### src/design/sdis_pkg.sv
// Package for the SD card identification sequencer.
// Holds phase codes, command and response codes, constants and transaction types.
// No dependencies.
`default_nettype none

package sdis_pkg;

    localparam logic [3:0] PH_IDLE   = 4'd0;
    localparam logic [3:0] PH_CMD0   = 4'd1;
    localparam logic [3:0] PH_CMD8   = 4'd2;
    localparam logic [3:0] PH_CMD55  = 4'd3;
    localparam logic [3:0] PH_ACMD41 = 4'd4;
    localparam logic [3:0] PH_CMD2   = 4'd5;
    localparam logic [3:0] PH_CMD3   = 4'd6;
    localparam logic [3:0] PH_CMD9   = 4'd7;
    localparam logic [3:0] PH_CMD7   = 4'd8;
    localparam logic [3:0] PH_READY  = 4'd9;
    localparam logic [3:0] PH_NOCARD = 4'd10;
    localparam logic [3:0] PH_CMDERR = 4'd11;
    localparam logic [3:0] PH_NOTV2  = 4'd12;

    localparam logic CMD_START = 1'b0;
    localparam logic CMD_DONE  = 1'b1;

    localparam logic [1:0] RK_NONE   = 2'd0;
    localparam logic [1:0] RK_48     = 2'd1;
    localparam logic [1:0] RK_48BUSY = 2'd2;
    localparam logic [1:0] RK_136    = 2'd3;

    localparam logic [2:0] ST_RUNNING = 3'd0;
    localparam logic [2:0] ST_READY   = 3'd1;
    localparam logic [2:0] ST_NOCARD  = 3'd2;
    localparam logic [2:0] ST_CMDERR  = 3'd3;
    localparam logic [2:0] ST_NOTV2   = 3'd4;

    localparam logic [5:0] IDX_CMD0   = 6'd0;
    localparam logic [5:0] IDX_CMD2   = 6'd2;
    localparam logic [5:0] IDX_CMD3   = 6'd3;
    localparam logic [5:0] IDX_CMD7   = 6'd7;
    localparam logic [5:0] IDX_CMD8   = 6'd8;
    localparam logic [5:0] IDX_CMD9   = 6'd9;
    localparam logic [5:0] IDX_ACMD41 = 6'd41;
    localparam logic [5:0] IDX_CMD55  = 6'd55;

    localparam logic [31:0] IF_COND_ARG = (32'h1 << 8) | 32'h55;
    localparam logic [31:0] OP_COND_ARG = (32'h1 << 30) | (32'h3F << 15);
    localparam int          OCR_DONE_BIT = 31;

    typedef struct packed {
        logic        command;
        logic        card_present;
        logic        cmd_error;
        logic [31:0] response_word;
    } item_t;

    typedef struct packed {
        logic        issue;
        logic [5:0]  cmd_index;
        logic [1:0]  resp_kind;
        logic [31:0] cmd_argument;
        logic [2:0]  status;
        logic [15:0] card_address;
    } result_t;

endpackage

`default_nettype wire

### src/design/sdis_step.sv
// Next-phase and result logic of the SD card identification sequencer.
// Purely combinational; depends on sdis_pkg.
`default_nettype none

module sdis_step (
    input  wire sdis_pkg::item_t   item,
    input  wire logic [3:0]        phase,
    input  wire logic [15:0]       rel_address,
    output sdis_pkg::result_t      result,
    output logic [3:0]             phase_next,
    output logic [15:0]            rel_address_next
);

    logic [31:0] addr_arg;

    assign addr_arg = {rel_address, 16'h0000};

    always_comb
    begin
        phase_next          = phase;
        rel_address_next    = rel_address;
        result.issue        = 1'b0;
        result.cmd_index    = '0;
        result.resp_kind    = sdis_pkg::RK_NONE;
        result.cmd_argument = '0;

        if (item.command == sdis_pkg::CMD_START)
        begin
            if (item.card_present)
            begin
                result.issue     = 1'b1;
                result.cmd_index = sdis_pkg::IDX_CMD0;
                phase_next       = sdis_pkg::PH_CMD0;
            end
            else
            begin
                phase_next = sdis_pkg::PH_NOCARD;
            end
        end
        else if ((phase inside {[sdis_pkg::PH_CMD8:sdis_pkg::PH_CMD7]}) && item.cmd_error)
        begin
            phase_next = sdis_pkg::PH_CMDERR;
        end
        else
        begin
            case (phase)
                sdis_pkg::PH_CMD0:
                begin
                    result.issue        = 1'b1;
                    result.cmd_index    = sdis_pkg::IDX_CMD8;
                    result.resp_kind    = sdis_pkg::RK_48;
                    result.cmd_argument = sdis_pkg::IF_COND_ARG;
                    phase_next          = sdis_pkg::PH_CMD8;
                end
                sdis_pkg::PH_CMD8:
                begin
                    if (item.response_word != sdis_pkg::IF_COND_ARG)
                    begin
                        phase_next = sdis_pkg::PH_NOTV2;
                    end
                    else
                    begin
                        result.issue     = 1'b1;
                        result.cmd_index = sdis_pkg::IDX_CMD55;
                        result.resp_kind = sdis_pkg::RK_48BUSY;
                        phase_next       = sdis_pkg::PH_CMD55;
                    end
                end
                sdis_pkg::PH_CMD55:
                begin
                    result.issue        = 1'b1;
                    result.cmd_index    = sdis_pkg::IDX_ACMD41;
                    result.resp_kind    = sdis_pkg::RK_48BUSY;
                    result.cmd_argument = sdis_pkg::OP_COND_ARG;
                    phase_next          = sdis_pkg::PH_ACMD41;
                end
                sdis_pkg::PH_ACMD41:
                begin
                    result.issue = 1'b1;
                    if (item.response_word[sdis_pkg::OCR_DONE_BIT])
                    begin
                        result.cmd_index = sdis_pkg::IDX_CMD2;
                        result.resp_kind = sdis_pkg::RK_136;
                        phase_next       = sdis_pkg::PH_CMD2;
                    end
                    else
                    begin
                        result.cmd_index = sdis_pkg::IDX_CMD55;
                        result.resp_kind = sdis_pkg::RK_48BUSY;
                        phase_next       = sdis_pkg::PH_CMD55;
                    end
                end
                sdis_pkg::PH_CMD2:
                begin
                    result.issue     = 1'b1;
                    result.cmd_index = sdis_pkg::IDX_CMD3;
                    result.resp_kind = sdis_pkg::RK_48BUSY;
                    phase_next       = sdis_pkg::PH_CMD3;
                end
                sdis_pkg::PH_CMD3:
                begin
                    rel_address_next    = item.response_word[31:16];
                    result.issue        = 1'b1;
                    result.cmd_index    = sdis_pkg::IDX_CMD9;
                    result.resp_kind    = sdis_pkg::RK_136;
                    result.cmd_argument = {item.response_word[31:16], 16'h0000};
                    phase_next          = sdis_pkg::PH_CMD9;
                end
                sdis_pkg::PH_CMD9:
                begin
                    result.issue        = 1'b1;
                    result.cmd_index    = sdis_pkg::IDX_CMD7;
                    result.resp_kind    = sdis_pkg::RK_48BUSY;
                    result.cmd_argument = addr_arg;
                    phase_next          = sdis_pkg::PH_CMD7;
                end
                sdis_pkg::PH_CMD7:
                begin
                    phase_next = sdis_pkg::PH_READY;
                end
                default:
                begin
                    phase_next = phase;
                end
            endcase
        end

        case (phase_next)
            sdis_pkg::PH_READY:  result.status = sdis_pkg::ST_READY;
            sdis_pkg::PH_NOCARD: result.status = sdis_pkg::ST_NOCARD;
            sdis_pkg::PH_CMDERR: result.status = sdis_pkg::ST_CMDERR;
            sdis_pkg::PH_NOTV2:  result.status = sdis_pkg::ST_NOTV2;
            default:             result.status = sdis_pkg::ST_RUNNING;
        endcase

        result.card_address = rel_address_next;
    end

endmodule

`default_nettype wire

### src/design/sd_card_init_sequencer.sv
// Top level of the SD card identification sequencer: input register, phase and
// address state, result register. Depends on sdis_pkg and sdis_step.
// An accepted transaction goes to the input register, then to the result register.
// Throughput: one transaction per cycle unless out_ready stalls the result register.
// The input register accepts while empty, or while the result register moves on.
// Reset (rst_n low, asynchronous): phase idle, card address zero, both stages empty.
`default_nettype none

module sd_card_init_sequencer (
    input  wire         clk,
    input  wire         rst_n,
    input  wire         in_valid,
    output logic        in_ready,
    input  wire         command,
    input  wire         card_present,
    input  wire         cmd_error,
    input  wire  [31:0] response_word,
    output logic        out_valid,
    input  wire         out_ready,
    output logic        issue,
    output logic [5:0]  cmd_index,
    output logic [1:0]  resp_kind,
    output logic [31:0] cmd_argument,
    output logic [2:0]  status,
    output logic [15:0] card_address
);

    logic              in_valid_reg;
    sdis_pkg::item_t   in_item_reg;
    logic              out_valid_reg;
    sdis_pkg::result_t out_result_reg;
    logic [3:0]        phase_reg;
    logic [15:0]       rel_address_reg;

    logic [3:0]        phase_next;
    logic [15:0]       rel_address_next;
    sdis_pkg::result_t step_result;
    logic              out_take;
    logic              advance;

    assign out_take = !out_valid_reg || out_ready;
    assign advance  = in_valid_reg && out_take;
    assign in_ready = !in_valid_reg || out_take;

    sdis_step u_step (
        .item             (in_item_reg),
        .phase            (phase_reg),
        .rel_address      (rel_address_reg),
        .result           (step_result),
        .phase_next       (phase_next),
        .rel_address_next (rel_address_next)
    );

    always_ff @(posedge clk or negedge rst_n)
    begin
        if (!rst_n)
        begin
            in_valid_reg    <= 1'b0;
            out_valid_reg   <= 1'b0;
            phase_reg       <= sdis_pkg::PH_IDLE;
            rel_address_reg <= '0;
        end
        else
        begin
            if (in_ready)
            begin
                in_valid_reg <= in_valid;
            end
            if (out_take)
            begin
                out_valid_reg <= in_valid_reg;
            end
            if (advance)
            begin
                phase_reg       <= phase_next;
                rel_address_reg <= rel_address_next;
            end
        end
    end

    always_ff @(posedge clk)
    begin
        if (in_valid && in_ready)
        begin
            in_item_reg.command       <= command;
            in_item_reg.card_present  <= card_present;
            in_item_reg.cmd_error     <= cmd_error;
            in_item_reg.response_word <= response_word;
        end
        if (advance)
        begin
            out_result_reg <= step_result;
        end
    end

    assign out_valid    = out_valid_reg;
    assign issue        = out_result_reg.issue;
    assign cmd_index    = out_result_reg.cmd_index;
    assign resp_kind    = out_result_reg.resp_kind;
    assign cmd_argument = out_result_reg.cmd_argument;
    assign status       = out_result_reg.status;
    assign card_address = out_result_reg.card_address;

    a_issue_running: assert property (@(posedge clk) disable iff (!rst_n)
        out_valid && issue |-> status == sdis_pkg::ST_RUNNING)
        else $error("command issued with a final status");

    a_quiet_result: assert property (@(posedge clk) disable iff (!rst_n)
        out_valid && !issue |-> cmd_index == '0 && resp_kind == sdis_pkg::RK_NONE
            && cmd_argument == '0)
        else $error("command fields set without issue");

    a_start_phase: assert property (@(posedge clk) disable iff (!rst_n)
        advance && in_item_reg.command == sdis_pkg::CMD_START && in_item_reg.card_present
        |=> phase_reg == sdis_pkg::PH_CMD0 && out_valid && issue
            && cmd_index == sdis_pkg::IDX_CMD0)
        else $error("start with card did not issue CMD0");

    a_ready_when_empty: assert property (@(posedge clk) disable iff (!rst_n)
        !out_valid_reg |-> in_ready)
        else $error("input stalled with empty result register");

    a_address_hold: assert property (@(posedge clk) disable iff (!rst_n)
        !advance |=> $stable(rel_address_reg) && $stable(phase_reg))
        else $error("state changed without a transaction");

endmodule

`default_nettype wire

### config.mk
export PLATFORM = sky130hd
export DESIGN_NAME = sd_card_init_sequencer
export DESIGN_NICKNAME = d
export VERILOG_FILES = /design/src/design/sdis_pkg.sv /design/src/design/sdis_step.sv /design/src/design/sd_card_init_sequencer.sv
export SDC_FILE = /design/constraint.sdc
export NUM_CORES = 1
export LEC_CHECK = 0
export ABC_AREA = 0
export BUFFER_PORTS_ARGS = -buffer_cell sky130_fd_sc_hd__buf_2
export CORE_MARGIN = 2
export CORE_UTILIZATION = 30
export CTS_CLUSTER_SIZE = 14
export DETAILED_ROUTE_END_ITERATION = 16
export PLACE_DENSITY = 0.62
export SLEW_MARGIN = 30
export SYNTH_ARGS = -nofsm -noshare
export SYNTH_HDL_FRONTEND = slang
export SYNTH_SLANG_ARGS = --single-unit
### constraint.sdc
create_clock -name clk -period 2 [get_ports clk]
set_input_delay 0.3 -clock clk [delete_from_list [all_inputs] [get_ports clk]]
set_output_delay 0.3 -clock clk [all_outputs]
set_load 0.02 [all_outputs]
==> impl_metrics.toml, run 1 <==
[power_and_ir_drop]
p_comb_share_pct = 20.9
power_switching_mw = 1.67
p_clk_share_pct = 32.0
powerDensity_nw_per_um2 = 1050
p_leak_nw = 2.31
internal-power_mw = 4.26
p_total_mw = 5.93
p_seq_share_pct = 47.1
ir_worst_vdd_v = 0.000429
switching_share_pct = 28.1

[run]
drv_cap = 0

[drt]
drt_iter0_markers = 153
wire_per_inst_um = 15.7
drc = 0
drt_first_pass_iters = 5
postRouteAntennaNets = 0
via_per_inst = 4.65
vias = 2789
wl_um = 9440

[yosys]
ys_warn_count = 0
ys_seq_elements = 103
ys_seq_area_share_pct = 69.1
netlist_area_um2 = 4320
synth_edf_count = 81
async_flop_share_pct = 21.4
synth_top_flop_cell = "edfxtp_1"
avgSynthCellArea_um2 = 14.8
synth_cells = 292
synth_cell_types = 45

[critical_path]
end_kind = "register"
criticalPathCategory = "register to register"
start_kind = "register"
cp.arrival_ns = 2.14
crit_fanout = 7
worstPathRequired_ns = 2.10

[sta]
layout_min_cycle_time_ns = 2.04
clock.fmax_mhz = 491
period_share_pct = 102
finalHoldViolCount = 0
hold_slack_ns = 0.123
fin_worst_skew_ns = 0.00926
relSlewSlack_pct = 61.3
rsz0062_at_grt = "yes"
setup_tns_ns = -0.101
drv_slew = 0
setup_ws_ns = -0.0351
worstMarginPinSlew_ns = 0.577
finalSetupViolations = 8

[grt]
grt_overflow_total = 0
groute.usage.overall_pct = 12.3
grt_pass1_wl_um = 14000
grt_max_degree = 36
antenna_found_initial = 0
grt_pass1_vias = 2660

[place]
dp_hpwl_um = 6490
dp_slack_ns = -0.298
port_buffers = 90
gp_congestion = 0.830

[clock_tree]
cts_root_buf = "clkbuf_16"
cts_buffer_depth = 2
cts_tree = "done"
cts_sinks = 103
cts_buffers = 9
h-tree-depth = 3
insertion_delay_ns = 0.35
clk_pin_slew_worst_paths_ns = 0.07

[run_status]
violations = "setup timing"
status = "finished with violations"

[floorplan]
std_cell_rows = 43
core_um2 = 14000
die_w_um = 124
start_util_pct = 30.9
ioPinCount = 101
dieHeight_um = 124
die_area_um2 = 15400

[final_layout]
layout_common_cells = "buf_2 (90), edfxtp_1 (81), buf_4 (33), nor2_1 (25), mux2_1 (22)"
drive_above_1_share_pct = 43.3
multi_input_area_um2 = 1300
area_growth_pct = 30.5
register_area_um2 = 2980
n_antenna_cell = 0
final_common_cell = "buf_2"
fill_cells = 1319
utilization_pct = 40.3
fin_nets = 454
largest_reg_flops = 35

[hold_path]
holdCritPathClass = "input port to register"
==> area by class of cell <==
type	count	share of cell area (%)
well taps	180	4.00
clock buffers	10	4.06
inverters	3	0.266
multi-input cells	169	23.0
flip-flops and latches	103	53.0
repair buffers	129	14.0
clock inverters	6	1.64
==> logic make-up (layout without fill, tap and decap cells) <==
group / count (synthesis) / in the layout / synth area share [%]
and+or+nand+nor: 81 / 81 / 10.6
DFF: 103 / 103 / 69.1
buffers and inverters: 29 / 148 / 4.03
other: 1 / 10 / 0.0868
muxes: 33 / 33 / 8.61
AOI/OAI and AO/OA: 45 / 45 / 7.62
==> repair_timing <==
item	in CTS	in global routing
gates resized for setup	9	16
hold buffers	1	0
buffers inserted	3	7
hold endpoints to repair	22	0
setup endpoints to repair	12	51
pin swaps	2	13
==> Yosys cell counts, types with 2 or more instances <==
master | count | share of area [%]
a21o_1 | 2 | 0.35
a21oi_1 | 6 | 0.70
a221oi_1 | 7 | 1.4
a22oi_1 | 10 | 1.7
a31oi_1 | 2 | 0.29
and2_1 | 3 | 0.43
buf_2 | 4 | 0.46
buf_4 | 14 | 2.4
clkbuf_1 | 6 | 0.52
dfrtp_1 | 22 | 13
edfxtp_1 | 81 | 56
inv_1 | 3 | 0.26
mux2_1 | 22 | 5.7
mux2_2 | 11 | 2.9
nand2_1 | 9 | 0.78
nand2b_1 | 8 | 1.2
nand4_1 | 2 | 0.29
nor2_1 | 28 | 2.4
nor2b_1 | 4 | 0.58
nor3_1 | 9 | 1.0
nor4_1 | 5 | 0.72
nor4b_1 | 2 | 0.41
nor4bb_1 | 2 | 0.46
o21ai_0 | 8 | 0.93
o22ai_1 | 2 | 0.29
==> layer usage <==
layer  routed length, um  vias to the layer above  GRT usage [%]
li1                    -                     1334              -
met1                4040                     1356           15.7
met2                4820                       93           20.5
met3                 496                        6           3.11
met4                  75                        0           4.00
met5                   0                        -              0
==> power by group through the flow <==
stage / Sequential, mW / Clock, mW / Combinational [mW]
after detailed placement: 2.83 / 0 / 1.15
final: 2.79 / 1.90 / 1.24
after floorplan: 2.92 / 0 / 0.638
after global placement: 2.82 / 0 / 1.13
after CTS: 2.79 / 1.93 / 1.16
after global routing: 2.82 / 2.00 / 1.35
==> worst paths after layout <==
kind | startpoint | to | slack [ns] | cells past startpoint
max | phase_reg[2] | card_address[5] | -0.04 | 6
min | response_word[22] | in_item_reg[22] | 0.12 | 1
max reg2reg | phase_reg[2] | card_address[5] | -0.04 | 6
min reg2reg | rel_address_reg[6] | rel_address_reg[6] | 0.51 | 1
max in group asynchronous | rst_n | phase_reg[0] | 1.11 | 2
min in group asynchronous | rst_n | rel_address_reg[7] | 0.49 | 2
==> critical path, stage by stage, from the launching register on <==
cell,delay [ns]
dfrtp_1,0.45
or2_4,0.30
a221oi_4,0.28
buf_4,0.18
nand2_4,0.07
buf_4,0.18
mux2_1,0.32
==> stage by stage <==
step | cells | cell area [um2]
after global routing | 600 | 5630
after global placement | 573 | 5110
after CTS | 593 | 5500
after detailed placement | 573 | 5110
after floorplan | 301 | 4360
final | 600 | 5630
Note: power is estimated with default switching activity, not from simulation.
==> run 2, diff against run 1 <==
==> constraint.sdc (replaced) <==
create_clock -name clk -period 2 [get_ports clk]
set_input_delay 0 -clock clk [delete_from_list [all_inputs] [get_ports clk]]
set_output_delay 0 -clock clk [all_outputs]
set_load 0.02 [all_outputs]
==> run 2 against run 1 <==
Net effect:
- sequential power barely moved
- the flow still finishes with violations (setup timing)
- largest cell class unchanged
- combinational power rose by 5%
- highest routed layer unchanged
- final cell count rose by 6.2%
- critical endpoint is now card_address[11]
==> impl_metrics.toml, run 2 (synthesized netlist as in run 1, its figures left out) <==
[run_status]
status = "finished with violations"
violations = "setup timing"

[floorplan]
dieHeight_um = 124
ioPinCount = 101
die_w_um = 124
start_util_pct = 30.9
core_um2 = 14000
die_area_um2 = 15400
std_cell_rows = 43

[place]
place_inst = 576
dp_hpwl_um = 6460
gp_congestion = 0.872
port_buffers = 90
dp_slack_ns = -0.254

[grt]
groute.usage.overall_pct = 12.9
antenna_found_initial = 0
gr-usage-met1_pct = 15.2
grt_overflow_total = 0
met2_usage_pct = 22.5
grt_util_met3_pct = 2.98
gr-max-usage-layer = "met2"
grt_max_degree = 36
grt_pass1_wl_um = 14600
grt_pass1_vias = 2891

[drt]
drt_first_pass_iters = 4
drc = 0
via_per_inst = 4.63
wire_per_inst_um = 15.3
vias = 2952
postRouteAntennaNets = 0
drt_iter0_markers = 191
wl_um = 9720

[sta]
clock.fmax_mhz = 497
layout_min_cycle_time_ns = 2.01
period_share_pct = 101
hold_slack_ns = 0.184
finalSetupViolations = 3
drv_slew = 0
fin_worst_skew_ns = 0.0130
setup_tns_ns = -0.0287
finalHoldViolCount = 0
relSlewSlack_pct = 59.4
rsz0062_at_grt = "yes"
setup_ws_ns = -0.0130
worstMarginPinSlew_ns = 0.606

[clock_tree]
insertion_delay_ns = 0.35
cts_tree = "done"
cts_sinks = 103
clk_pin_slew_worst_paths_ns = 0.07
cts_buffer_depth = 2
h-tree-depth = 3
cts_buffers = 9
cts_root_buf = "clkbuf_16"

[critical_path]
cp.arrival_ns = 2.11
start_kind = "register"
worstPathRequired_ns = 2.09
crit_fanout = 5
criticalPathCategory = "register to register"
end_kind = "register"
regToRegSetupSlack_ns = -0.01

[hold_path]
holdCritPathClass = "input port to asynchronous set/reset pin"

[final_layout]
drive_above_1_share_pct = 38.9
area_growth_pct = 38.4
final_common_cell = "buf_2"
n_antenna_cell = 0
layout_common_cells = "buf_2 (90), edfxtp_1 (81), dlygate4sd3_1 (39), buf_4 (29), nor2_1 (26)"
fin_nets = 491
largest_reg_flops = 35
fill_cells = 1267
fin_cells = 637

[run]
drv_cap = 0

[power_and_ir_drop]
p_leak_nw = 2.45
ir_worst_vdd_v = 0.000593
powerDensity_nw_per_um2 = 951
==> run 2: repair_timing <==
action / in CTS / in global routing
cloned: 0 / 1
resized for setup: 11 / 10
setup buffers: 3 / 2
hold buffers: 39 / 0
hold endpoints to repair: 59 / 0
pin swaps: 7 / 9
endpoints found under the setup margin: 15 / 49
==> run 2: final timing paths <==
kind,cells past startpoint,startpoint,endpoint
worst min register to register,1,rel_address_reg[12],rel_address_reg[12]
min in group clk,2,response_word[20],in_item_reg[20]
worst max register to register,5,phase_reg[2],card_address[11]
max in group asynchronous,2,rst_n,phase_reg[2]
worst max-delay path,5,phase_reg[2],card_address[11]
worst min-delay path,2,rst_n,phase_reg[0]
==> run 2: cell type report <==
cell class                      count  area, um2  share of cell area [%]
Multi-Input combinational cell    170       1290                    21.7
Clock inverter                      6       36.3                   0.607
Timing Repair Buffer              165       1190                    19.9
Clock buffer                       10        229                    3.83
Sequential cell                   103       2980                    49.9
Inverter                            3       15.0                   0.251
Tap cell                          180        225                    3.77
==> run 2: critical path, cell delays in order (launching register included) <==
cell	delay (ns)
dfrtp_2	0.44
or2_4	0.27
a221oi_4	0.34
nand2_4	0.16
buf_4	0.20
mux2_1	0.33
==> run 2: power breakdown <==
| group | total, mW | internal [mW] | switching [mW] |
|---|---|---|---|
| combinational | 1.30 | 0.577 | 0.720 |
| sequential | 2.78 | 2.63 | 0.155 |
| clock | 1.60 | 0.840 | 0.759 |
| total | 5.68 | 4.05 | 1.63 |
==> run 2: layer usage <==
metal | part of all wire (%) | wire, um
met1 | 41 | 3990
met2 | 52 | 5060
met3 | 5.0 | 489
met4 | 1.9 | 185
met5 | 0 | 0
==> run 2: through the flow <==
step | cell area (um2) | util (%) | power, mW
final | 5970 | 42.7 | 5.68
after global routing | 5970 | 42.7 | 5.94
after CTS | 5900 | 42.2 | 5.69
after floorplan | 4360 | - | 3.56
after global placement | 5170 | 37.0 | 3.99
after detailed placement | 5170 | 37.0 | 4.01
